$ cat src/hdl/ssge_pkg.sv
// ----------------------------------------------------------------------------
// ssge_pkg
// Types, constants and helpers shared by the subgradient step engine.
// ----------------------------------------------------------------------------
package ssge_pkg;

    localparam int NV = 4;
    localparam int W = 32;
    localparam int BW = 33;
    localparam int PW = 65;
    localparam int WW = 72;
    localparam int NUM_W = 64;
    localparam int DEN_W = 34;

    localparam logic [1:0] CFG_DIRECTION_MODE = 2'd0;
    localparam logic [1:0] CFG_STEP_SIZE_MODE = 2'd1;
    localparam logic [1:0] CFG_TARGET_COST = 2'd2;
    localparam logic [1:0] CFG_DIMS_IN_USE = 2'd3;

    localparam logic ACT_LOAD = 1'b0;
    localparam logic ACT_STEP = 1'b1;
    localparam logic DIR_CONJUGATE = 1'b0;
    localparam logic DIR_FILTER = 1'b1;

    localparam logic [1:0] SS_KNOWN = 2'd0;
    localparam logic [1:0] SS_SEMI = 2'd1;
    localparam logic [1:0] SS_UNKNOWN = 2'd2;
    localparam logic [1:0] SS_FIXED = 2'd3;

    typedef enum logic [2:0] {
        ST_IDLE,
        ST_MUL,
        ST_ACC,
        ST_USE,
        ST_DIV,
        ST_FIN
    } state_t;

    typedef enum logic [2:0] {
        OP_NP,
        OP_D,
        OP_BETA,
        OP_F09,
        OP_F01,
        OP_SS,
        OP_G,
        OP_MOVE
    } op_t;

    typedef enum logic [1:0] {
        DK_BETA,
        DK_GAMMA,
        DK_ALPHA
    } divk_t;

    typedef struct packed {
        logic                    start;
        logic signed [NUM_W-1:0] num;
        logic [DEN_W-1:0]        den;
    } div_req_t;

    typedef struct packed {
        logic                done;
        logic signed [W-1:0] q;
    } div_rsp_t;

    function automatic logic signed [W-1:0] sat32(input logic signed [WW-1:0] v);
        logic signed [WW-1:0] smax;
        logic signed [WW-1:0] smin;
        smax = WW'(32'sh7fffffff);
        smin = WW'(32'sh80000000);
        if (v > smax)
            return 32'sh7fffffff;
        else if (v < smin)
            return 32'sh80000000;
        else
            return W'(v);
    endfunction

endpackage

$ cat src/hdl/ssge_lane.sv
// ----------------------------------------------------------------------------
// ssge_lane
// One element lane: fixed-point product with floor shift, registered.
// ----------------------------------------------------------------------------
module ssge_lane
    import ssge_pkg::*;
#(
    parameter int FRAC_BITS = 16
)
(
    input  logic                 clk,
    input  logic                 en,
    input  logic signed [W-1:0]  a,
    input  logic signed [BW-1:0] b,
    output logic signed [PW-1:0] p
);

    logic signed [PW-1:0] prod;
    logic signed [PW-1:0] p_reg;

    assign prod = PW'(a) * PW'(b);
    assign p = p_reg;

    always_ff @(posedge clk)
    begin
        if (en)
        begin
            p_reg <= prod >>> FRAC_BITS;
        end
    end

endmodule

$ cat config.mk
export PLATFORM = sky130hd
export DESIGN_NAME = ssge_lane
export DESIGN_NICKNAME = d
export VERILOG_FILES = /design/src/hdl/ssge_pkg.sv /design/src/hdl/ssge_lane.sv
export SDC_FILE = /design/constraint.sdc
export NUM_CORES = 2
export LEC_CHECK = 0
export BUFFER_PORTS_ARGS = -buffer_cell sky130_fd_sc_hd__clkbuf_2
export CAP_MARGIN = 0
export CORE_MARGIN = 5
export CORE_UTILIZATION = 40
export CTS_BUF_LIST = sky130_fd_sc_hd__clkbuf_4
export CTS_CLUSTER_SIZE = 40
export DETAILED_ROUTE_END_ITERATION = 7
export GPL_ROUTABILITY_DRIVEN = 1
export SYNTH_ARGS = -nofsm -noshare
export SYNTH_HDL_FRONTEND = slang
export SYNTH_SLANG_ARGS = --single-unit
$ cat constraint.sdc
create_clock -name clk -period 10.31 [get_ports clk]
set_clock_uncertainty 0.05 [all_clocks]
set_input_delay 0.5155 -clock clk [delete_from_list [all_inputs] [get_ports clk]]
set_output_delay 0.5155 -clock clk [all_outputs]
set_load 0.02 [all_outputs]
==> impl_metrics.tcl <==
set metrics [dict create \
    status "completed" \
    clk_pin_slew_ns 0.18 \
    fmax_mhz 105.8 \
    setup-tns-final_ns 0 \
    slew_headroom_pct 14.40 \
    gp_congestion 0.8611 \
    postCtsHoldBufs 0 \
    synth_top_area_share_pct 57.74 \
    dieHeight_um 320.3 \
    io_pins 132 \
    ys_top_cells_by_count "fa_1, inv_1, nand2_1" \
    initial_utilization_pct 40.42 \
    synth-edff-count 49 \
    drt_iter0_drc 1531 \
    worstPathArrival_ns 9.68 \
    grt_pass1_wl_um 175400 \
    cp-end-kind "flop" \
    min_path_type "input pin to flop" \
    cts_max_path_buffers 2 \
    placementRows 113 \
    syn_nets 5373 \
    grt_pass1_vias 30180 \
    setup_slack_ns 0.8617 \
    ant_nets 0 \
    largest_reg_flops 49 \
    synth_area_um2 38520 \
    dr.pass1.iters 5 \
    overflow 0 \
    fp.dieW_um 320.3 \
    core_um2 95290 \
    routed_wl_um 109600 \
    htreeDepth 2 \
    period_share_pct 91.64 \
    syn_inst 4013 \
    worstPathRequired_ns 10.54 \
    groute.usage.overall_pct 22.03 \
    vias 26640 \
    ys_warn_count 0 \
    finalSetupViolations 0 \
    grt_start_max_net_pins 50 \
    syn2layout_area_growth_pct 4.602 \
    vias_per_cell 5.077 \
    rsz0062_at_grt "no" \
    synthArstFlopShare_pct 0 \
    critical_path_class "input pin to flop" \
    tritoncts "yes" \
    place_ws_ns 0.4914 \
    finalHoldViolations 0 \
    avgSynthCellArea_um2 9.599 \
    die_area_um2 102600 \
    wl_per_cell_um 20.89 \
    drc 0 \
    clkSinkCount 49 \
    ys_types 64 \
    synth.most_common_cell "fa_1" \
    min_period_ns 9.448 \
    drive_gt1_share_pct 5.290 \
    max_slew.worst_pin.slew_ns 1.271 \
    numCtsBuffers 5 \
    final_net_count 5329 \
    drv_slew 0 \
    synth-seq-area-share_pct 3.820 \
    ys_top_cells_by_area "fa_1, inv_1, and2_1" \
    cts_root_buffer "clkbuf_4" \
    postCtsSetupBuffers 0 \
    max-cap-violations 0 \
    portBuffers 131 \
    startpoint_type "input pin" \
    synthFlopType "edfxtp_1" \
    synth-seq-cells 49 \
    grt_antenna_before_repair 18 \
    whs_ns 0.5689 \
    fillers 9480 \
    cts_resized 0 \
    yosysTopAreaCell "fa_1" \
    hpwlAfterDp_um 91440 \
    critPathMaxFanout 17 \
]
[cell usage in the layout, fill, tap and decap left out, types with 45 or more instances in the layout]
| master | count |
|---|---|
| a21oi_1 | 45 |
| and2_1 | 527 |
| buf_4 | 51 |
| clkbuf_2 | 131 |
| edfxtp_1 | 49 |
| fa_1 | 1111 |
| ha_1 | 182 |
| inv_1 | 983 |
| nand2_1 | 536 |
| nor2_1 | 63 |
[stage by stage]
stage               instances  cell area [um2]  util (%)
finish                   5247            40290     42.28
global route             5238            40270     42.26
CTS                      5235            40260     42.25
detailed placement       5227            40200     42.19
global placement         5227            40200     42.19
floorplan                4013            38520         -
[path summary, 6_finish.rpt]
| kind | start | to | cells past startpoint |
|---|---|---|---|
| min | en | p[47] | 2 |
| max | b[32] | p[45] | 21 |
[per-layer routing]
layer / global-route usage [%] / up-vias / share of wire, %
met4: 6.658 / 10 / 3.5
li1: - / 11370 / -
met3: 3.373 / 182 / 6.0
met2: 37.26 / 773 / 49
met5: 0 / - / 0.057
met1: 29.57 / 14310 / 41
[critical path, cell delays in order]
cell and delay (ns):
clkbuf_2 0.35, nand2_1 0.28, inv_1 0.12, fa_1 0.60, fa_1 0.47, fa_1 1.03
fa_1 0.57, fa_1 0.50, fa_1 0.59, fa_1 0.43, fa_1 0.46, ha_1 0.46
and3_1 0.27, nor4bb_1 0.18, a211oi_1 0.41, o21bai_1 0.35, a2111oi_2 0.84, nor2_1 0.39
a41oi_1 0.46, o21ai_0 0.18, xor2_1 0.16
[logic make-up after synthesis]
kind of cell | Yosys count | synth area share, %
adders and majority gates | 1293 | 63.65
buffers and inverters | 1216 | 12.01
and+or+nand+nor | 1198 | 15.61
AOI/OAI and AO/OA | 194 | 3.476
xor gates and xnor gates | 62 | 1.410
DFF | 49 | 3.820
muxes | 1 | 0.02599
[area by class of cell]
cell class,count,area [um2],area share (%)
repair buffers,182,1039,2.577
well taps,1265,1583,3.928
multi-input cells,2748,32420,80.47
inverters,983,3690,9.157
diodes,12,30.03,0.07452
flip-flops and latches,49,1471,3.652
clock buffers,5,37.54,0.09316
clock inverters,3,21.27,0.05279
Power is left out: the tool's default activity adds up to more than one toggle a clock period on the data nets, which glitch-free logic cannot reach.
