File: src/hdl/ssge_pkg.sv
// ----------------------------------------------------------------------------
// ssge_pkg
// Types, constants and helpers shared by the subgradient step engine.
// ----------------------------------------------------------------------------
package ssge_pkg;

    localparam int NV = 4;
    localparam int W = 32;
    localparam int BW = 33;
    localparam int PW = 65;
    localparam int WW = 72;
    localparam int NUM_W = 64;
    localparam int DEN_W = 34;

    localparam logic [1:0] CFG_DIRECTION_MODE = 2'd0;
    localparam logic [1:0] CFG_STEP_SIZE_MODE = 2'd1;
    localparam logic [1:0] CFG_TARGET_COST = 2'd2;
    localparam logic [1:0] CFG_DIMS_IN_USE = 2'd3;

    localparam logic ACT_LOAD = 1'b0;
    localparam logic ACT_STEP = 1'b1;
    localparam logic DIR_CONJUGATE = 1'b0;
    localparam logic DIR_FILTER = 1'b1;

    localparam logic [1:0] SS_KNOWN = 2'd0;
    localparam logic [1:0] SS_SEMI = 2'd1;
    localparam logic [1:0] SS_UNKNOWN = 2'd2;
    localparam logic [1:0] SS_FIXED = 2'd3;

    typedef enum logic [2:0] {
        ST_IDLE,
        ST_MUL,
        ST_ACC,
        ST_USE,
        ST_DIV,
        ST_FIN
    } state_t;

    typedef enum logic [2:0] {
        OP_NP,
        OP_D,
        OP_BETA,
        OP_F09,
        OP_F01,
        OP_SS,
        OP_G,
        OP_MOVE
    } op_t;

    typedef enum logic [1:0] {
        DK_BETA,
        DK_GAMMA,
        DK_ALPHA
    } divk_t;

    typedef struct packed {
        logic                    start;
        logic signed [NUM_W-1:0] num;
        logic [DEN_W-1:0]        den;
    } div_req_t;

    typedef struct packed {
        logic                done;
        logic signed [W-1:0] q;
    } div_rsp_t;

    function automatic logic signed [W-1:0] sat32(input logic signed [WW-1:0] v);
        logic signed [WW-1:0] smax;
        logic signed [WW-1:0] smin;
        smax = WW'(32'sh7fffffff);
        smin = WW'(32'sh80000000);
        if (v > smax)
            return 32'sh7fffffff;
        else if (v < smin)
            return 32'sh80000000;
        else
            return W'(v);
    endfunction

endpackage

File: src/hdl/ssge_merge.sv
// ----------------------------------------------------------------------------
// ssge_merge
// Sums the lane products and saturates to 32 bits, registered.
// ----------------------------------------------------------------------------
module ssge_merge
    import ssge_pkg::*;
#(
    parameter int DIM = 4
)
(
    input  logic                 clk,
    input  logic                 en,
    input  logic signed [PW-1:0] p [NV],
    output logic signed [W-1:0]  sum
);

    logic signed [WW-1:0] acc;
    logic signed [W-1:0]  sum_reg;

    always_comb
    begin
        acc = '0;
        for (int i = 0; i < DIM; i++)
        begin
            acc = acc + WW'(p[i]);
        end
    end

    assign sum = sum_reg;

    always_ff @(posedge clk)
    begin
        if (en)
        begin
            sum_reg <= sat32(acc);
        end
    end

endmodule

File: config.mk
export PLATFORM = sky130hd
export DESIGN_NAME = ssge_merge
export DESIGN_NICKNAME = d
export VERILOG_FILES = /design/src/hdl/ssge_pkg.sv /design/src/hdl/ssge_merge.sv
export SDC_FILE = /design/constraint.sdc
export NUM_CORES = 1
export LEC_CHECK = 0
export ABC_AREA = 1
export BUFFER_PORTS_ARGS = -buffer_cell sky130_fd_sc_hd__buf_2
export CORE_MARGIN = 2
export CORE_UTILIZATION = 57
export DETAILED_ROUTE_END_ITERATION = 8
export GPL_TIMING_DRIVEN = 0
export PLACE_DENSITY = 0.95
export SYNTH_ARGS = -nofsm -noshare
export SYNTH_HDL_FRONTEND = slang
export SYNTH_SLANG_ARGS = --single-unit
File: constraint.sdc
create_clock -name clk -period 4.9 [get_ports clk]
set_clock_uncertainty 0.1 [all_clocks]
set_input_delay 0.49 -clock clk [delete_from_list [all_inputs] [get_ports clk]]
set_output_delay 0.49 -clock clk [all_outputs]
set_load 0.03 [all_outputs]
==> impl_metrics.yaml, run 1 <==
cells_and_area:
  multi_input_area_sq_um: 8490
  diodes: 0
  fin_cells: 2628
  nFillCells: 1854
  synthToLayoutAreaGrowth_pct: 16.7
  seqCellArea_sq_um: 961
  layout_commonest_cell: "nand2_1"
  drive_above_1_share_pct: 15.7
  largest_reg_flops: 32
  mostFrequentLayoutCells: "nand2_1 (731), inv_1 (639), buf_2 (294), nor2_1 (143), fa_1 (131)"
  nets: 2817
  stdcell_area_sq_um: 13900
timing:
  relSlewSlack_pct: 55.7
  finalMaxSlewViolations: 0
  tightest_slew_ns: 0.664
  hold_viol_final: 0
  fin_crit_ns: 4.72
  setup_viol: 0
  fin_crit_sh_pct: 96.4
  timing.hold.ws_ns: 0.651
  max_freq_mhz: 212
  rsz0062_at_grt: "no"
setup_path:
  crit_path_max_incr_delay_ns: 0.53
  crit_family: "adder cells"
  critPathKind: "in -> reg"
  path_max_fanout: 10
  crit_slowest_cell: "fa_1"
  arrival_ns: 4.65
  required_ns: 4.82
  endpoint_kind: "flip-flop"
  start_kind: "input pin"
  worstPathCellList: "buf_2 > inv_1 > fa_1 > fa_1 > inv_1 > ha_1 > a21oi_1 > inv_1 > a21oi_1 > o21ai_0 > nand2_1 > nand2_1 > a21oi_1 > nand3b_1 > nand2_1 > nand2_1 > nor2_1 > nand3_1 > nor2_2 > nand2_1 > nand3_2 > buf_6 > nand2_1"
  crit_top_cell: "nand2_1"
  path_buf_inv: 5
status:
  status: "finished clean"
clocking:
  post_cts_buffers: 0
  cts-root-buf: "clkbuf_16"
  cts_resized: 0
  clk_pin_slew_worst_paths_ns: 0.05
  cts_buffer_depth: 2
  cts_buffers: 5
  cts_hold_buf: 0
  htreeDepth: 2
  cts_tree: "built"
  clock_sinks: 32
global_routing:
  grt_pass1_vias: 13140
  grt_max_degree: 33
  antenna_found_initial: 0
  grt_pass1_wl_mm: 61.3
  track_usage_pct: 35.4
  grt-ovfl-total: 0
logic_synthesis:
  synth_warnings: 0
  synth_top_area_share_pct: 23.0
  yosysSeqAreaShare_pct: 8.05
  synth_area_per_cell_sq_um: 5.80
  netlist_area_sq_um: 11900
  yosysUniqueCellTypes: 32
  synthCells: 2057
  synth_area_leader_cell: "nand2_1"
  synth_area_leaders: "nand2_1 (23%), fa_1 (22%), inv_1 (20%)"
  postSynthNetCount: 2517
  ys_seq_elements: 32
worst_hold_path:
  min_path_type: "in -> reg"
  hold-path-endpoint: "sum[0]"
  min_path_cells: 4
  hp-start: "p[195]"
drt:
  num_vias: 13270
  drc: 0
  initialDrtViolationCount: 786
  wl_per_cell_microns: 14.7
  vias_per_cell: 5.05
  ant_nets: 0
  drtPass1Iterations: 6
  drt_wl_total_mm: 38.7
die:
  rows: 52
  core_sq_um: 20400
  ioPinCount: 294
  die_h_microns: 149
  dieArea_sq_um: 22100
  start_util_pct: 58.6
  die_w_microns: 149
place:
  place_hpwl_mm: 34.9
  placed_area_sq_um: 13700
  portBuffers: 293
  gp_congestion: 1.01
  dp_cells: 2620
flow_run:
  cap_violations: 0
pwr:
  peakVddDrop_uv: 231
  total_power_uw: 6090
  p_leak_uw: 0.00895
  cellPowerDensity_nw_per_um2: 437
-- power by group --
part | internal [uW] | total (uW) | switching [uW]
Combinational | 1610 | 5190 | 3580
Sequential | 502 | 538 | 35.8
Clock | 238 | 355 | 117
-- metal layers --
metal	global-route usage (%)	wire, microns
met1	38.7	14300
met2	65.6	19200
met4	17.4	2100
met5	0	0
met3	6.26	3120
-- Yosys cell counts, drive strengths merged --
| master | instances |
|---|---|
| or2 | 1 |
| buf | 7 |
| fa | 131 |
| o21ai | 21 |
| edfxtp | 32 |
| o21a | 2 |
| o211ai | 2 |
| nor2 | 163 |
| xor2 | 2 |
| nand4 | 22 |
| a211oi | 1 |
| ha | 67 |
| clkinv | 3 |
| a21o | 3 |
| nand3b | 17 |
| and2 | 2 |
| inv | 647 |
| nand2 | 749 |
| a21oi | 64 |
| o21bai | 5 |
| nor3 | 16 |
| nand3 | 97 |
| nor4 | 3 |
-- worst max-delay path by stage --
stage              end  cells past startpoint   start  slack [ns]
2_1_floorplan   sum[0]                     26    p[1]        0.86
3_3_place_gp   sum[29]                     21  p[108]       -0.04
3_5_place_dp    sum[2]                     21  p[108]       -0.07
4_1_cts        sum[12]                     21  p[108]        0.18
5_1_grt         sum[2]                     29    p[1]       0.003
6_report       sum[12]                     23   p[51]        0.18
-- metrics by stage --
stage               utilization, %  TNS, ns  setup slack (ns)
finish                        68.4        0             0.178
global route                  68.4        0           0.00330
detailed placement            67.5    -1.31           -0.0693
global placement              67.5    -1.05           -0.0442
floorplan                        -        0             0.863
CTS                           68.3        0             0.183
-- cell families after synthesis --
kind of cell | count (synthesis) | synth area share [%]
xor+xnor | 2 | 0.147
simple gates | 1070 | 37.4
buf+inv | 657 | 21.0
flops | 32 | 8.05
compound gates | 98 | 4.38
fa+ha+maj | 198 | 29.0
-- area by class of cell --
class	count	area share, %
Clock buffer	5	0.898
Inverter	650	17.5
Clock inverter	3	0.305
Buffer	7	0.521
Tap cell	270	2.42
Timing Repair Buffer	293	10.5
Multi-Input combinational cell	1368	60.9
Sequential cell	32	6.89
Power figures use the tool's default switching activity.
==> run 2: changes to the inputs <==
--- a/config.mk
+++ b/config.mk
@@ -6,12 +6,13 @@
 export NUM_CORES = 1
 export LEC_CHECK = 0
 export ABC_AREA = 1
+export ABC_CLOCK_PERIOD_IN_PS = 4900
 export BUFFER_PORTS_ARGS = -buffer_cell sky130_fd_sc_hd__buf_2
 export CORE_MARGIN = 2
-export CORE_UTILIZATION = 57
+export CORE_UTILIZATION = 45
 export DETAILED_ROUTE_END_ITERATION = 8
 export GPL_TIMING_DRIVEN = 0
-export PLACE_DENSITY = 0.95
+export PLACE_DENSITY = 0.8
 export SYNTH_ARGS = -nofsm -noshare
 export SYNTH_HDL_FRONTEND = slang
 export SYNTH_SLANG_ARGS = --single-unit
==> run 2 against run 1 <==
Effect of this change: sequential share of layout area about the same; final area grew 0.40%; via count fell by 4.4%.
==> impl_metrics.yaml, run 2 (same netlist as run 1, synthesis figures left out) <==
clocking:
  htreeDepth: 2
  cts_tree: "built"
  cts-root-buf: "clkbuf_16"
  cts_buffer_depth: 2
  cts_buffers: 5
  post_cts_buffers: 0
  clk_pin_slew_worst_paths_ns: 0.06
  clock_sinks: 32
  cts_resized: 0
  cts_hold_buf: 0
cells_and_area:
  mostFrequentLayoutCells: "nand2_1 (731), inv_1 (640), buf_2 (294), nor2_1 (146), fa_1 (131)"
  fin_util_pct: 53.7
  layout_commonest_cell: "nand2_1"
  fin_cells: 2693
  nets: 2817
  largest_reg_flops: 32
  drive_above_1_share_pct: 15.4
  diodes: 0
  nFillCells: 2702
  synthToLayoutAreaGrowth_pct: 17.2
  stdcell_area_sq_um: 14000
flow_run:
  cap_violations: 0
place:
  portBuffers: 293
  dp_cells: 2685
  gp_congestion: 0.946
  place_hpwl_mm: 34.6
  placed_area_sq_um: 13800
timing:
  fin_crit_ns: 4.62
  setup_viol: 0
  timing.hold.ws_ns: 0.592
  tightest_slew_ns: 0.759
  max_freq_mhz: 216
  rsz0062_at_grt: "no"
  setup_tns_ns: 0
  relSlewSlack_pct: 48.9
  hold_viol_final: 0
  fin_crit_sh_pct: 94.4
  finalMaxSlewViolations: 0
global_routing:
  grt_pass1_wl_mm: 59.8
  grt_max_degree: 33
  track_usage_pct: 26.8
  grt_pass1_vias: 12298
  antenna_found_initial: 0
  grt-ovfl-total: 0
setup_path:
  crit_start: "p[43]"
  critPathKind: "in -> reg"
  arrival_ns: 4.55
  start_kind: "input pin"
  crit_slowest_cell: "nor4_1"
  endpoint_kind: "flip-flop"
  crit_top_cell: "nand2_1"
  required_ns: 4.83
  worstPathCellList: "buf_2 > inv_1 > fa_1 > fa_1 > inv_1 > ha_1 > nand2_1 > nor2_1 > inv_1 > nor4_1 > nand2_1 > nand2_1 > nand2_1 > nand2_1 > nand2_1 > nor2_1 > nand3_1 > nor2_2 > nand2_1 > nand3_2 > buf_6 > nand2_1"
  path_max_fanout: 10
  cp-endpoint: "sum[14]"
  crit_path_max_incr_delay_ns: 0.68
die:
  ioPinCount: 294
  dieArea_sq_um: 27900
  core_sq_um: 26100
  die_w_microns: 167
  start_util_pct: 45.8
  die_h_microns: 167
  rows: 59
worst_hold_path:
  min_path_type: "in -> reg"
  hp-start: "p[195]"
drt:
  drc: 0
  drt_wl_total_mm: 37.4
  vias_per_cell: 4.71
  ant_nets: 0
  num_vias: 12692
  drtPass1Iterations: 5
  initialDrtViolationCount: 708
  wl_per_cell_microns: 13.9
pwr:
  cellPowerDensity_nw_per_um2: 428
  p_leak_uw: 0.00895
  peakVddDrop_uv: 550
status:
  status: "finished clean"
run 2: layout make-up:
type,count,area (sq um),share of cell area [%]
Inverter,650,2440,17.4
Clock buffer,5,125,0.894
Multi-Input combinational cell,1368,8470,60.5
Buffer,7,72.6,0.519
Timing Repair Buffer,293,1470,10.5
Tap cell,335,419,3.00
Sequential cell,32,961,6.87
Clock inverter,3,42.5,0.304
run 2: critical path: cells and delay by family:
family	cells	cell delay [ns]
AND/OR/NAND/NOR	14	2.24
buffers and inverters	5	0.42
adder cells (fa/ha/maj)	3	1.39
run 2: layer usage:
| layer | wire, microns | global-route usage, % |
|---|---|---|
| met1 | 15600 | 32.7 |
| met5 | 0 | 0 |
| met2 | 18900 | 50.7 |
| met3 | 1920 | 2.09 |
| met4 | 1040 | 6.67 |
run 2: worst min path at each step:
stage	end	slack, ns	depth (start not counted)
final	sum[0]	0.59	4
after global routing	sum[0]	0.64	4
after CTS	sum[0]	0.60	4
after detailed placement	sum[6]	0.88	1
after global placement	sum[8]	0.87	1
after floorplan	sum[0]	0.50	0
run 2: stage by stage:
step / worst slack, ns / power [uW]
finish: 0.277 / 5990
global route: 0.00827 / 6670
CTS: 0.205 / 5970
detailed placement: -0.0839 / 5610
global placement: -0.0843 / 5530
floorplan: 0.863 / 4090
run 2: report_power, final:
part           switching [uW]  internal (uW)  total [uW]
Combinational            3490           1600        5090
Sequential               38.5            503         541
Clock                     113            238         352
Total                    3640           2340        5990
