[config.mk]
export PLATFORM = sky130hd
export DESIGN_NAME = ssge_div
export DESIGN_NICKNAME = d
export VERILOG_FILES = /design/src/hdl/ssge_pkg.sv /design/src/hdl/ssge_div.sv
export SDC_FILE = /design/constraint.sdc
export NUM_CORES = 1
export LEC_CHECK = 0
export ABC_AREA = 1
export ABC_CLOCK_PERIOD_IN_PS = 3800
export BUFFER_PORTS_ARGS = -buffer_cell sky130_fd_sc_hd__clkbuf_2
export CAP_MARGIN = 20
export CORE_MARGIN = 5
export CORE_UTILIZATION = 32
export DETAILED_ROUTE_END_ITERATION = 8
export MAX_ROUTING_LAYER = met4
export SETUP_SLACK_MARGIN = 0.1
export SLEW_MARGIN = 5
export SYNTH_ARGS = -nofsm -noshare
export SYNTH_HDL_FRONTEND = slang
export SYNTH_SLANG_ARGS = --single-unit
[constraint.sdc]
create_clock -name clk -period 3.8 [get_ports clk]
set_input_delay 0.57 -clock clk [delete_from_list [all_inputs] [get_ports clk]]
set_output_delay 0.57 -clock clk [all_outputs]
set_load 0.05 [all_outputs]
[src/hdl/ssge_pkg.sv]
// ----------------------------------------------------------------------------
// ssge_pkg
// Types, constants and helpers shared by the subgradient step engine.
// ----------------------------------------------------------------------------
package ssge_pkg;

    localparam int NV = 4;
    localparam int W = 32;
    localparam int BW = 33;
    localparam int PW = 65;
    localparam int WW = 72;
    localparam int NUM_W = 64;
    localparam int DEN_W = 34;

    localparam logic [1:0] CFG_DIRECTION_MODE = 2'd0;
    localparam logic [1:0] CFG_STEP_SIZE_MODE = 2'd1;
    localparam logic [1:0] CFG_TARGET_COST = 2'd2;
    localparam logic [1:0] CFG_DIMS_IN_USE = 2'd3;

    localparam logic ACT_LOAD = 1'b0;
    localparam logic ACT_STEP = 1'b1;
    localparam logic DIR_CONJUGATE = 1'b0;
    localparam logic DIR_FILTER = 1'b1;

    localparam logic [1:0] SS_KNOWN = 2'd0;
    localparam logic [1:0] SS_SEMI = 2'd1;
    localparam logic [1:0] SS_UNKNOWN = 2'd2;
    localparam logic [1:0] SS_FIXED = 2'd3;

    typedef enum logic [2:0] {
        ST_IDLE,
        ST_MUL,
        ST_ACC,
        ST_USE,
        ST_DIV,
        ST_FIN
    } state_t;

    typedef enum logic [2:0] {
        OP_NP,
        OP_D,
        OP_BETA,
        OP_F09,
        OP_F01,
        OP_SS,
        OP_G,
        OP_MOVE
    } op_t;

    typedef enum logic [1:0] {
        DK_BETA,
        DK_GAMMA,
        DK_ALPHA
    } divk_t;

    typedef struct packed {
        logic                    start;
        logic signed [NUM_W-1:0] num;
        logic [DEN_W-1:0]        den;
    } div_req_t;

    typedef struct packed {
        logic                done;
        logic signed [W-1:0] q;
    } div_rsp_t;

    function automatic logic signed [W-1:0] sat32(input logic signed [WW-1:0] v);
        logic signed [WW-1:0] smax;
        logic signed [WW-1:0] smin;
        smax = WW'(32'sh7fffffff);
        smin = WW'(32'sh80000000);
        if (v > smax)
            return 32'sh7fffffff;
        else if (v < smin)
            return 32'sh80000000;
        else
            return W'(v);
    endfunction

endpackage

[src/hdl/ssge_div.sv]
// ----------------------------------------------------------------------------
// ssge_div
// Restoring divider, one quotient bit per cycle, truncating and saturating.
// ----------------------------------------------------------------------------
module ssge_div
    import ssge_pkg::*;
(
    input  logic     clk,
    input  logic     rst_n,
    input  div_req_t req,
    output div_rsp_t rsp
);

    logic                busy_reg;
    logic [5:0]          cnt_reg;
    logic                done_reg;
    logic [NUM_W-1:0]    n_reg;
    logic [NUM_W-1:0]    q_reg;
    logic [DEN_W-1:0]    rem_reg;
    logic [DEN_W-1:0]    den_reg;
    logic                neg_reg;
    logic signed [W-1:0] res_reg;

    logic [DEN_W:0]      trial;
    logic                ge;
    logic [DEN_W-1:0]    rem_next;
    logic [NUM_W-1:0]    q_next;
    logic signed [W-1:0] res_next;
    logic                load;

    assign load = req.start && !busy_reg;
    assign trial = {rem_reg, n_reg[NUM_W-1]};
    assign ge = trial >= {1'b0, den_reg};
    assign rem_next = ge ? DEN_W'(trial - {1'b0, den_reg}) : trial[DEN_W-1:0];
    assign q_next = {q_reg[NUM_W-2:0], ge};

    always_comb
    begin
        if (!neg_reg)
            res_next = (q_next > 64'h7fffffff) ? 32'sh7fffffff : W'(q_next);
        else
            res_next = (q_next > 64'h80000000) ? 32'sh80000000 : W'(-q_next);
    end

    always_ff @(posedge clk or negedge rst_n)
    begin
        if (!rst_n)
        begin
            busy_reg <= 1'b0;
            cnt_reg <= '0;
            done_reg <= 1'b0;
        end
        else
        begin
            done_reg <= 1'b0;
            if (load)
            begin
                busy_reg <= 1'b1;
                cnt_reg <= 6'd63;
            end
            else if (busy_reg)
            begin
                cnt_reg <= cnt_reg - 6'd1;
                if (cnt_reg == 6'd0)
                begin
                    busy_reg <= 1'b0;
                    done_reg <= 1'b1;
                end
            end
        end
    end

    always_ff @(posedge clk)
    begin
        if (load)
        begin
            n_reg <= req.num[NUM_W-1] ? NUM_W'(-req.num) : NUM_W'(req.num);
            neg_reg <= req.num[NUM_W-1];
            q_reg <= '0;
            rem_reg <= '0;
            den_reg <= req.den;
        end
        else if (busy_reg)
        begin
            n_reg <= {n_reg[NUM_W-2:0], 1'b0};
            q_reg <= q_next;
            rem_reg <= rem_next;
            if (cnt_reg == 6'd0)
            begin
                res_reg <= res_next;
            end
        end
    end

    assign rsp.done = done_reg;
    assign rsp.q = res_reg;

endmodule

==> reports/qor.yml, run 1 <==
final_common_cell: "nand2_1"
hold_ws_ns: 0.157
finClkSkew_ns: 0.0292
grt_use_total_pct: 16.8
place.gp.congestion: 0.945
reg2reg_depth: 20
cts_tree: "built"
dieArea_um2: 48000
antenna_found_initial: 4
dpl.hpwl_um: 29900
core_area_um2: 43200
irDropWorstVdd_mv: 0.600
fmax_mhz: 293
yosys_warnings: 0
finalHoldViolations: 0
period_minus_slack_ns: 3.41
rsz0062_at_grt: "false"
drc: 0
dpl_worst_slack_ns: 0.328
drv_cap: 0
setup_tns_ns: 0
cts-root-buf: "clkbuf_16"
netlist_top_cells_area: "edfxtp_1 (28%), dfxtp_1 (14%), nand2_1 (10%), inv_1 (6.2%), nor2_1 (4.8%)"
cts_made_buffers: 29
slew-limit-headroom_pct: 35.2
synth-main-ff-cell: "edfxtp_1"
grt_pass1_wl_um: 63800
cp-start-kind: "register"
syn_area_um2: 14000
layout_common_cells: "nand2_1 (391), inv_1 (230), nor2_1 (176), clkbuf_2 (133), edfxtp_1 (131)"
critPathKind: "register to register"
ios: 134
drv_slew: 0
yosysSeqAreaShare_pct: 43.4
htreeDepth: 1
synth_top_area_share_pct: 28.1
finalPower_mw: 11.7
avgSynthCellArea_um2: 7.75
status: "finished clean"
tightestPinTransition_ns: 0.972
pwr_density_cell_nw_per_um2: 719
cts.path.max_buffers: 3
num_rows: 76
setup_viol: 0
clk_pin_slew_ns: 0.06
p_leak_nw: 6.94
dr.pass1.iters: 5
reg2reg_slack_ns: 0.39
grt_pass1_vias: 12069
clk_latency_ns: 0.58
cp_max_fo: 7
synth_edf_count: 131
ant_nets: 0
syn_inst: 1804
endpoint_kind: "register"
overflow: 0
layout_setup_ws_ns: 0.390
async_reset_ff_share_pct: 3.39
ys_types: 53
cts.sinks: 236
finalCritPeriodShare_pct: 89.7
synth_fp_nets: 1943
wl_per_cell_um: 15.8
drt_iter0_drc: 833
area_growth_pct: 16.7
hold_path_class: "input port to register"
drt-total-wl_um: 40200
cp.arrival_ns: 3.75
cp.required_ns: 4.14
die_w_um: 219
ys_ff_latch: 236
viasPerCell: 4.91
grt_max_degree: 93
largest_reg_flops: 64
die-height_um: 219
layout-drive-gt1-share_pct: 13.8
whs_path_depth: 1
nNetsFinal: 2065
place.port_buffers: 133
vias: 12467
start_util_pct: 32.4
yosysTopAreaCell: "edfxtp_1"
-- logic make-up (layout without fill, tap and decap cells) --
logic type	count (synthesis)	in the layout	synth area share, %
other cells	0	4	0
buf+inv	298	443	8.41
flops	236	236	43.4
xor+xnor	79	79	4.95
fa+ha+maj	38	38	3.45
simple gates	800	800	25.4
compound gates	353	353	14.4
-- report_power, final --
group	switching (mW)	internal, mW	total, mW
sequential	0.562	3.76	4.32
clock	1.17	1.72	2.90
combinational	2.88	1.63	4.52
-- metal layers --
metal  global-route usage [%]  wire length (µm)
met1                     23.7             19600
met2                     25.5             17500
met3                     2.87              2280
met4                     3.52               831
met5                        -                 0
-- worst max-delay path, stage by stage (launching register included) --
cell and delay (ns):
edfxtp_1 0.37, inv_1 0.07, ha_1 0.29, nand2_2 0.13, inv_1 0.05, nand2_1 0.06
nand2_1 0.09, a21oi_1 0.17, nand3_2 0.18, nand2_2 0.16, nand2_4 0.07, inv_4 0.05
ha_1 0.21, nand2_4 0.10, nor2_1 0.28, nand3_2 0.22, nor2_2 0.19, nand4_1 0.15
or2_0 0.23, nand3_1 0.07, nand2_1 0.05
-- stage by stage --
stage / instance area [µm²] / util [%] / instances
after floorplan: 14000 / - / 1804
after global placement: 15300 / 35.4 / 2479
after CTS: 16300 / 37.7 / 2534
after global routing: 16300 / 37.8 / 2538
after detailed placement: 15300 / 35.4 / 2479
final: 16300 / 37.8 / 2538
-- synthesized netlist by cell type, drive strengths merged (37+ instances only) --
cell,instances
nand2,405
inv,240
nor2,200
o21ai,153
edfxtp,131
nand3,99
dfxtp,97
a21oi,77
o22ai,64
xor2,59
clkbuf,42
nor3,41
ha,37
-- final cells by class --
| class | instances | area [µm²] |
|---|---|---|
| well taps | 585 | 732 |
| repair buffers | 149 | 826 |
| multi-input cells | 1270 | 6770 |
| clock inverters | 21 | 244 |
| fillers | 4574 | 26800 |
| clock buffers | 33 | 761 |
| inverters | 240 | 906 |
| flip-flops and latches | 236 | 6080 |
| diodes | 4 | 10.0 |
-- timing repair --
action | CTS | global route
setup endpoints to repair | 0 | 6
hold buffers | 1 | 0
buffers inserted | 0 | 0
resized for setup | 0 | 6
endpoints found under the hold margin | 8 | 0
-- final timing paths --
| kind | startpoint | to |
|---|---|---|
| setup / recovery | den_reg[17]$_DFFE_PP_ | res_reg[28]$_DFFE_PP_ |
| hold / removal | req[7] | den_reg[7]$_DFFE_PP_ |
| setup reg to reg | den_reg[17]$_DFFE_PP_ | res_reg[28]$_DFFE_PP_ |
| hold reg to reg | q_reg[62]$_SDFFE_PP0P_ | q_reg[62]$_SDFFE_PP0P_ |
| max in group asynchronous | rst_n | cnt_reg[5]$_DFFE_PN0P_ |
| min in group asynchronous | rst_n | cnt_reg[3]$_DFFE_PN0P_ |
Note: power is estimated with default switching activity, not from simulation.
==> inputs of run 2 (changes only) <==
--- a/config.mk
+++ b/config.mk
@@ -9,8 +9,8 @@
 export ABC_CLOCK_PERIOD_IN_PS = 3800
 export BUFFER_PORTS_ARGS = -buffer_cell sky130_fd_sc_hd__clkbuf_2
 export CAP_MARGIN = 20
-export CORE_MARGIN = 5
-export CORE_UTILIZATION = 32
+export CORE_MARGIN = 2
+export CORE_UTILIZATION = 34
 export DETAILED_ROUTE_END_ITERATION = 8
 export MAX_ROUTING_LAYER = met4
 export SETUP_SLACK_MARGIN = 0.1
==> reports/qor.yml, run 2 (synthesized netlist as in run 1, its figures left out) <==
status: "finished clean"  # unchanged
core_area_um2: 40700  # was 43200 µm²
cts.sinks: 236  # unchanged
largest_reg_flops: 64  # unchanged
cp-start-kind: "register"  # unchanged
die_w_um: 207  # was 219 µm
clk_pin_slew_ns: 0.06  # about the same
rsz0062_at_grt: "false"  # unchanged
dpl_worst_slack_ns: 0.424  # was 0.328 ns
grt_max_degree: 90  # was 93
drt-total-wl_um: 40000  # was 40200 µm
htreeDepth: 1  # unchanged
setup_tns_ns: 0  # unchanged
multi_input_area_um2: 6750  # was 6770 µm²
tightestPinTransition_ns: 0.999  # was 0.972 ns
dieArea_um2: 42800  # was 48000 µm²
endpoint_kind: "register"  # unchanged
vias: 12613  # was 12.5k
drv_slew: 0  # unchanged
finalCritPeriodShare_pct: 89.5  # was 89.7%
slew-limit-headroom_pct: 33.4  # was 35.2%
drc: 0  # unchanged
cp_max_fo: 17  # was 7
n_fill_cell: 4280  # was 4574
hold_path_class: "input port to register"  # unchanged
grt_pass1_vias: 12148  # about the same
finalHoldViolations: 0  # unchanged
layout_setup_ws_ns: 0.400  # was 0.390 ns
drv_cap: 0  # unchanged
overflow: 0  # unchanged
die-height_um: 207  # was 219 µm
grt_use_total_pct: 19.2  # was 16.8%
nNetsFinal: 2066  # was 2065
num_rows: 74  # was 76
irDropWorstVdd_mv: 0.376  # was 0.600 mV
seq_area_um2: 6080  # unchanged
dpl.hpwl_um: 29700  # was 29900 µm
cts_made_buffers: 29  # unchanged
period_minus_slack_ns: 3.40  # was 3.41 ns
setup_viol: 0  # unchanged
critPathKind: "register to register"  # unchanged
viasPerCell: 5.08  # was 4.91
ant_nets: 0  # unchanged
antenna_found_initial: 0  # was 4
cp.arrival_ns: 3.76  # was 3.75 ns
dr.pass1.iters: 5  # unchanged
grt_pass1_wl_um: 63400  # was 63800 µm
area_growth_pct: 15.7  # was 16.7%
cts_tree: "built"  # unchanged
place.port_buffers: 133  # unchanged
cts.path.max_buffers: 3  # unchanged
finish.utilization_pct: 39.7  # was 37.8%
wl_per_cell_um: 16.1  # was 15.8 µm
clk_latency_ns: 0.57  # was 0.58 ns
p_leak_nw: 6.93  # was 6.94 nW
layout-drive-gt1-share_pct: 13.6  # was 13.8%
fmax_mhz: 294  # was 293 MHz
ios: 134  # unchanged
pwr_density_cell_nw_per_um2: 716  # was 719 nW/µm²
cp.required_ns: 4.16  # was 4.14 ns
start_util_pct: 34.3  # was 32.4%
cts-root-buf: "clkbuf_16"  # unchanged
final_common_cell: "nand2_1"  # unchanged
drt_iter0_drc: 712  # was 833
hold_ws_ns: 0.173  # was 0.157 ns
finClkSkew_ns: 0.0108  # was 0.0292 ns
layout_common_cells: "nand2_1 (391), inv_1 (230), nor2_1 (177), clkbuf_2 (133), edfxtp_1 (131)"  # was nand2_1 (391), inv_1 (230), nor2_1 (176), clkbuf_2 (133), edfxtp_1 (131)
cts_setup_buffers: 0  # unchanged
diodes: 0  # was 4
place.gp.congestion: 0.970  # was 0.945
run 2: cell type report:
cell class                 count  area share [%]
clock inverter                16           0.804
tap                          532            4.11
timing repair buffer         150            4.99
inverter                     240            5.60
sequential                   236            37.5
clock buffer                  38            5.26
multi-input combinational   1270            41.7
run 2: power by group:
group          internal, mW  switching (mW)
sequential             3.76           0.560
clock                  1.65            1.14
combinational          1.62            2.85
total                  7.03            4.56
run 2: metal layers:
| layer | up-vias | part of all wire, % | GRT usage, % |
|---|---|---|---|
| li1 | 6306 | - | - |
| met1 | 5935 | 48 | 26.4 |
| met2 | 318 | 45 | 30.0 |
| met3 | 54 | 5.1 | 2.15 |
| met4 | 0 | 2.2 | 5.19 |
| met5 | - | 0 | - |
run 2: repair_timing:
action                                 in CTS  in global routing
hold buffers                                1                  0
resized for setup                           0                  0
endpoints found under the hold margin       8                  0
run 2: through the flow:
| stage | power, mW | cell area (µm²) | std cells |
|---|---|---|---|
| floorplan | 7.65 | 14000 | 1804 |
| global placement | 8.73 | 15200 | 2427 |
| detailed placement | 8.80 | 15200 | 2427 |
| CTS | 11.6 | 16200 | 2482 |
| global route | 12.5 | 16200 | 2482 |
| finish | 11.6 | 16200 | 2482 |
run 2: final timing paths:
| path | cells past startpoint | slack, ns | to | from |
|---|---|---|---|---|
| max in group asynchronous | 2 | 3.15 | cnt_reg[1]$_DFFE_PN0P_ | rst_n |
| max reg2reg | 20 | 0.40 | res_reg[8]$_DFFE_PP_ | den_reg[6]$_DFFE_PP_ |
| min | 1 | 0.17 | den_reg[5]$_DFFE_PP_ | req[5] |
| max | 20 | 0.40 | res_reg[8]$_DFFE_PP_ | den_reg[6]$_DFFE_PP_ |
| min in group asynchronous | 2 | 0.47 | busy_reg$_DFF_PN0_ | rst_n |
| min reg2reg | 2 | 0.47 | rem_reg[18]$_SDFFE_PP0P_ | rem_reg[18]$_SDFFE_PP0P_ |
run 2: critical path: stages, from the launching register on:
cell      delay, ns
edfxtp_1       0.36
inv_1          0.08
ha_1           0.27
nand2_1        0.20
inv_1          0.10
nand3_1        0.11
nor2_1         0.05
nand2_1        0.05
nand2_1        0.06
nor2_2         0.22
nand2_4        0.09
inv_4          0.05
ha_1           0.21
nand2_4        0.10
nor4_4         0.33
nand2_2        0.10
nor2_2         0.10
o21ai_2        0.08
nor2_4         0.11
inv_2          0.18
o31ai_1        0.33
==> inputs of run 3 (changes only) <==
==> constraint.sdc (replaced) <==
create_clock -name clk -period 3.8 [get_ports clk]
set_input_delay 0.38 -clock clk [delete_from_list [all_inputs] [get_ports clk]]
set_output_delay 0.38 -clock clk [all_outputs]
set_load 0.05 [all_outputs]
==> reports/qor.yml, run 3 (synthesized netlist as in run 1, its figures left out) <==
nNetsFinal: 2085  # was 2066
cp.arrival_ns: 3.79  # was 3.76 ns
vias: 12680  # was 12.6k
drv_cap: 0  # unchanged
htreeDepth: 1  # unchanged
final_common_cell: "nand2_1"  # unchanged
combPwrFrac_pct: 38.8  # was 38.6%
cp_top_family: "simple AND/OR/NAND/NOR gates"  # unchanged
ios: 134  # unchanged
grt_pass1_wl_um: 63000  # was 63400 µm
slew-limit-headroom_pct: 32.9  # was 33.4%
slowest_delay_ns: 0.36  # about the same
wl_per_cell_um: 16.0  # was 16.1 µm
setup_viol: 0  # unchanged
start_util_pct: 34.3  # unchanged
critPathKind: "register to register"  # unchanged
drt_iter0_drc: 819  # was 712
clk_pin_slew_ns: 0.06  # about the same
dpl.hpwl_um: 29500  # was 29700 µm
whs_endpoint: "den_reg[20]$_DFFE_PP_"  # was den_reg[5]$_DFFE_PP_
reg2reg_depth: 18  # was 20
critPathSlowestCell: "edfxtp_1"  # unchanged
hold_path_class: "input port to register"  # unchanged
layout_common_cells: "nand2_1 (390), inv_1 (230), nor2_1 (177), clkbuf_2 (133), edfxtp_1 (131)"  # was nand2_1 (391), inv_1 (230), nor2_1 (177), clkbuf_2 (133), edfxtp_1 (131)
viasPerCell: 5.07  # was 5.08
tightestPinTransition_ns: 1.01  # was 0.999 ns
largest_reg_flops: 64  # unchanged
core_area_um2: 40700  # unchanged
finalHoldViolations: 0  # unchanged
grt_pass1_vias: 12053  # about the same
status: "finished clean"  # unchanged
grt_max_degree: 90  # unchanged
finalCritPeriodShare_pct: 90.5  # was 89.5%
irDropWorstVdd_mv: 0.342  # was 0.376 mV
cts_made_buffers: 28  # was 29
cp_max_fo: 17  # unchanged
finalPower_mw: 11.6  # about the same
rsz0062_at_grt: "true"  # was false
n_fill_cell: 4288  # was 4280
pwr_density_cell_nw_per_um2: 705  # was 716 nW/µm²
layout-drive-gt1-share_pct: 13.5  # was 13.6%
ant_nets: 0  # unchanged
path_cells: "inv_1 > ha_1 > a21oi_1 > nand2_1 > a21oi_1 > nand3_2 > nand2_2 > nand2_4 > inv_4 > ha_1 > nand2_4 > nor4_4 > nand2_2 > nor2_2 > o21ai_2 > nor2_4 > inv_2 > o31ai_1"  # was inv_1 > ha_1 > nand2_1 > inv_1 > nand3_1 > nor2_1 > nand2_1 > nand2_1 > nor2_2 > nand2_4 > inv_4 > ha_1 > nand2_4 > nor4_4 > nand2_2 > nor2_2 > o21ai_2 > nor2_4 > inv_2 > o31ai_1
r2r-end: "res_reg[8]$_DFFE_PP_"  # unchanged
min_from: "req[20]"  # was req[5]
setup_tns_ns: 0  # unchanged
place.port_buffers: 133  # unchanged
endpoint_kind: "register"  # unchanged
num_rows: 74  # unchanged
seqPwrFrac_pct: 37.3  # about the same
cts.sinks: 236  # unchanged
p_clk_share_pct: 23.9  # was 24.1%
die_w_um: 207  # unchanged
drt-total-wl_um: 40000  # about the same
period_minus_slack_ns: 3.44  # was 3.40 ns
swShare_pct: 39.3  # about the same
reg2reg_slack_ns: 0.36  # was 0.40 ns
die-height_um: 207  # unchanged
cp-start-kind: "register"  # unchanged
power.switching_mw: 4.54  # was 4.56 mW
finClkSkew_ns: 0.00862  # was 0.0108 ns
dieArea_um2: 42800  # unchanged
cts_setup_buffers: 0  # unchanged
fmax_mhz: 291  # was 294 MHz
overflow: 0  # unchanged
cts_tree: "built"  # unchanged
drc: 0  # unchanged
finish.utilization_pct: 40.3  # was 39.7%
clk_latency_ns: 0.56  # was 0.57 ns
cts-root-buf: "clkbuf_16"  # unchanged
whs_path_depth: 1  # unchanged
drv_slew: 0  # unchanged
grt_use_total_pct: 19.1  # was 19.2%
p_leak_nw: 7.01  # was 6.93 nW
cp.required_ns: 4.15  # was 4.16 ns
cts.path.max_buffers: 3  # unchanged
worst-path-buf-inv: 3  # was 4
dr.pass1.iters: 5  # unchanged
p_int_mw: 7.03  # about the same
antenna_found_initial: 2  # was 0
timing.rr.start: "den_reg[14]$_DFFE_PP_"  # was den_reg[6]$_DFFE_PP_
area_growth_pct: 17.2  # was 15.7%
place.gp.congestion: 0.959  # was 0.970
## run 3: cell types whose count changed in the layout (fill, tap and decap cells not counted), sizes merged
| cell | delta |
|---|---|
| inv | -2 |
| clkinvlp | -1 |
| clkbuf | -4 |
| diode | +2 |
| dlygate4sd3 | +22 |
| clkinv | +4 |
| buf | -2 |
| bufinv | +1 |
## run 3: worst register-to-register path, cell delays in order, from the launching register on
cell and delay (ns):
edfxtp_1 0.36, inv_1 0.07, ha_1 0.26, a21oi_1 0.24
nand2_1 0.11, a21oi_1 0.17, nand3_2 0.15, nand2_2 0.16
nand2_4 0.07, inv_4 0.05, ha_1 0.21, nand2_4 0.10
nor4_4 0.33, nand2_2 0.10, nor2_2 0.10, o21ai_2 0.08
nor2_4 0.12, inv_2 0.18, o31ai_1 0.35
## run 3: final cells by class
type                            instances  area [µm²]  area share (%)
Antenna cell                            2        5.00          0.0305
Clock buffer                           34         796            4.85
Clock inverter                         18         166            1.01
Inverter                              240         906            5.52
Multi-Input combinational cell       1270        6760            41.2
Sequential cell                       236        6080            37.0
Tap cell                              532         666            4.06
Timing Repair Buffer                  170        1030            6.28
## run 3: power groups by stage
stage               registers [mW]  clock network, mW  logic (mW)
finish                        4.31               2.77        4.49
global route                  4.43               2.94        5.09
CTS                           4.31               2.85        4.48
detailed placement            4.35                  0        4.45
global placement              4.33                  0        4.39
floorplan                     4.26                  0        3.40
## run 3: metal layers
layer / track usage (%) / part of all wire [%]
met5: - / 0
met4: 4.84 / 1.8
met3: 2.54 / 5.4
met2: 30.0 / 45
met1: 26.0 / 48
## run 3: repair_timing
| action | CTS | global route |
|---|---|---|
| endpoints found under the setup margin | 0 | 6 |
| hold buffers | 23 | 0 |
| gates resized for setup | 0 | 3 |
| endpoints found under the hold margin | 30 | 0 |
## run 3: how the worst max path moves through the flow
stage	cells past startpoint	startpoint	end	slack [ns]
2_1_floorplan	22	den_reg[6]$_DFFE_PP_	res_reg[18]$_DFFE_PP_	0.72
3_3_place_gp	18	den_reg[30]$_DFFE_PP_	res_reg[28]$_DFFE_PP_	0.44
3_5_place_dp	20	den_reg[14]$_DFFE_PP_	res_reg[31]$_DFFE_PP_	0.39
4_1_cts	20	den_reg[14]$_DFFE_PP_	res_reg[31]$_DFFE_PP_	0.39
5_1_grt	22	den_reg[4]$_DFFE_PP_	res_reg[8]$_DFFE_PP_	0.08
6_report	18	den_reg[14]$_DFFE_PP_	res_reg[8]$_DFFE_PP_	0.36
## run 3: stage by stage
step	hold WS, ns	std cells	instance area [µm²]	setup WS, ns
global route	0.00587	2502	16400	0.0818
global placement	0.238	2425	15200	0.442
finish	0.0194	2502	16400	0.361
floorplan	0.0844	1804	14000	0.723
CTS	0.000565	2500	16400	0.387
detailed placement	0.238	2425	15200	0.390
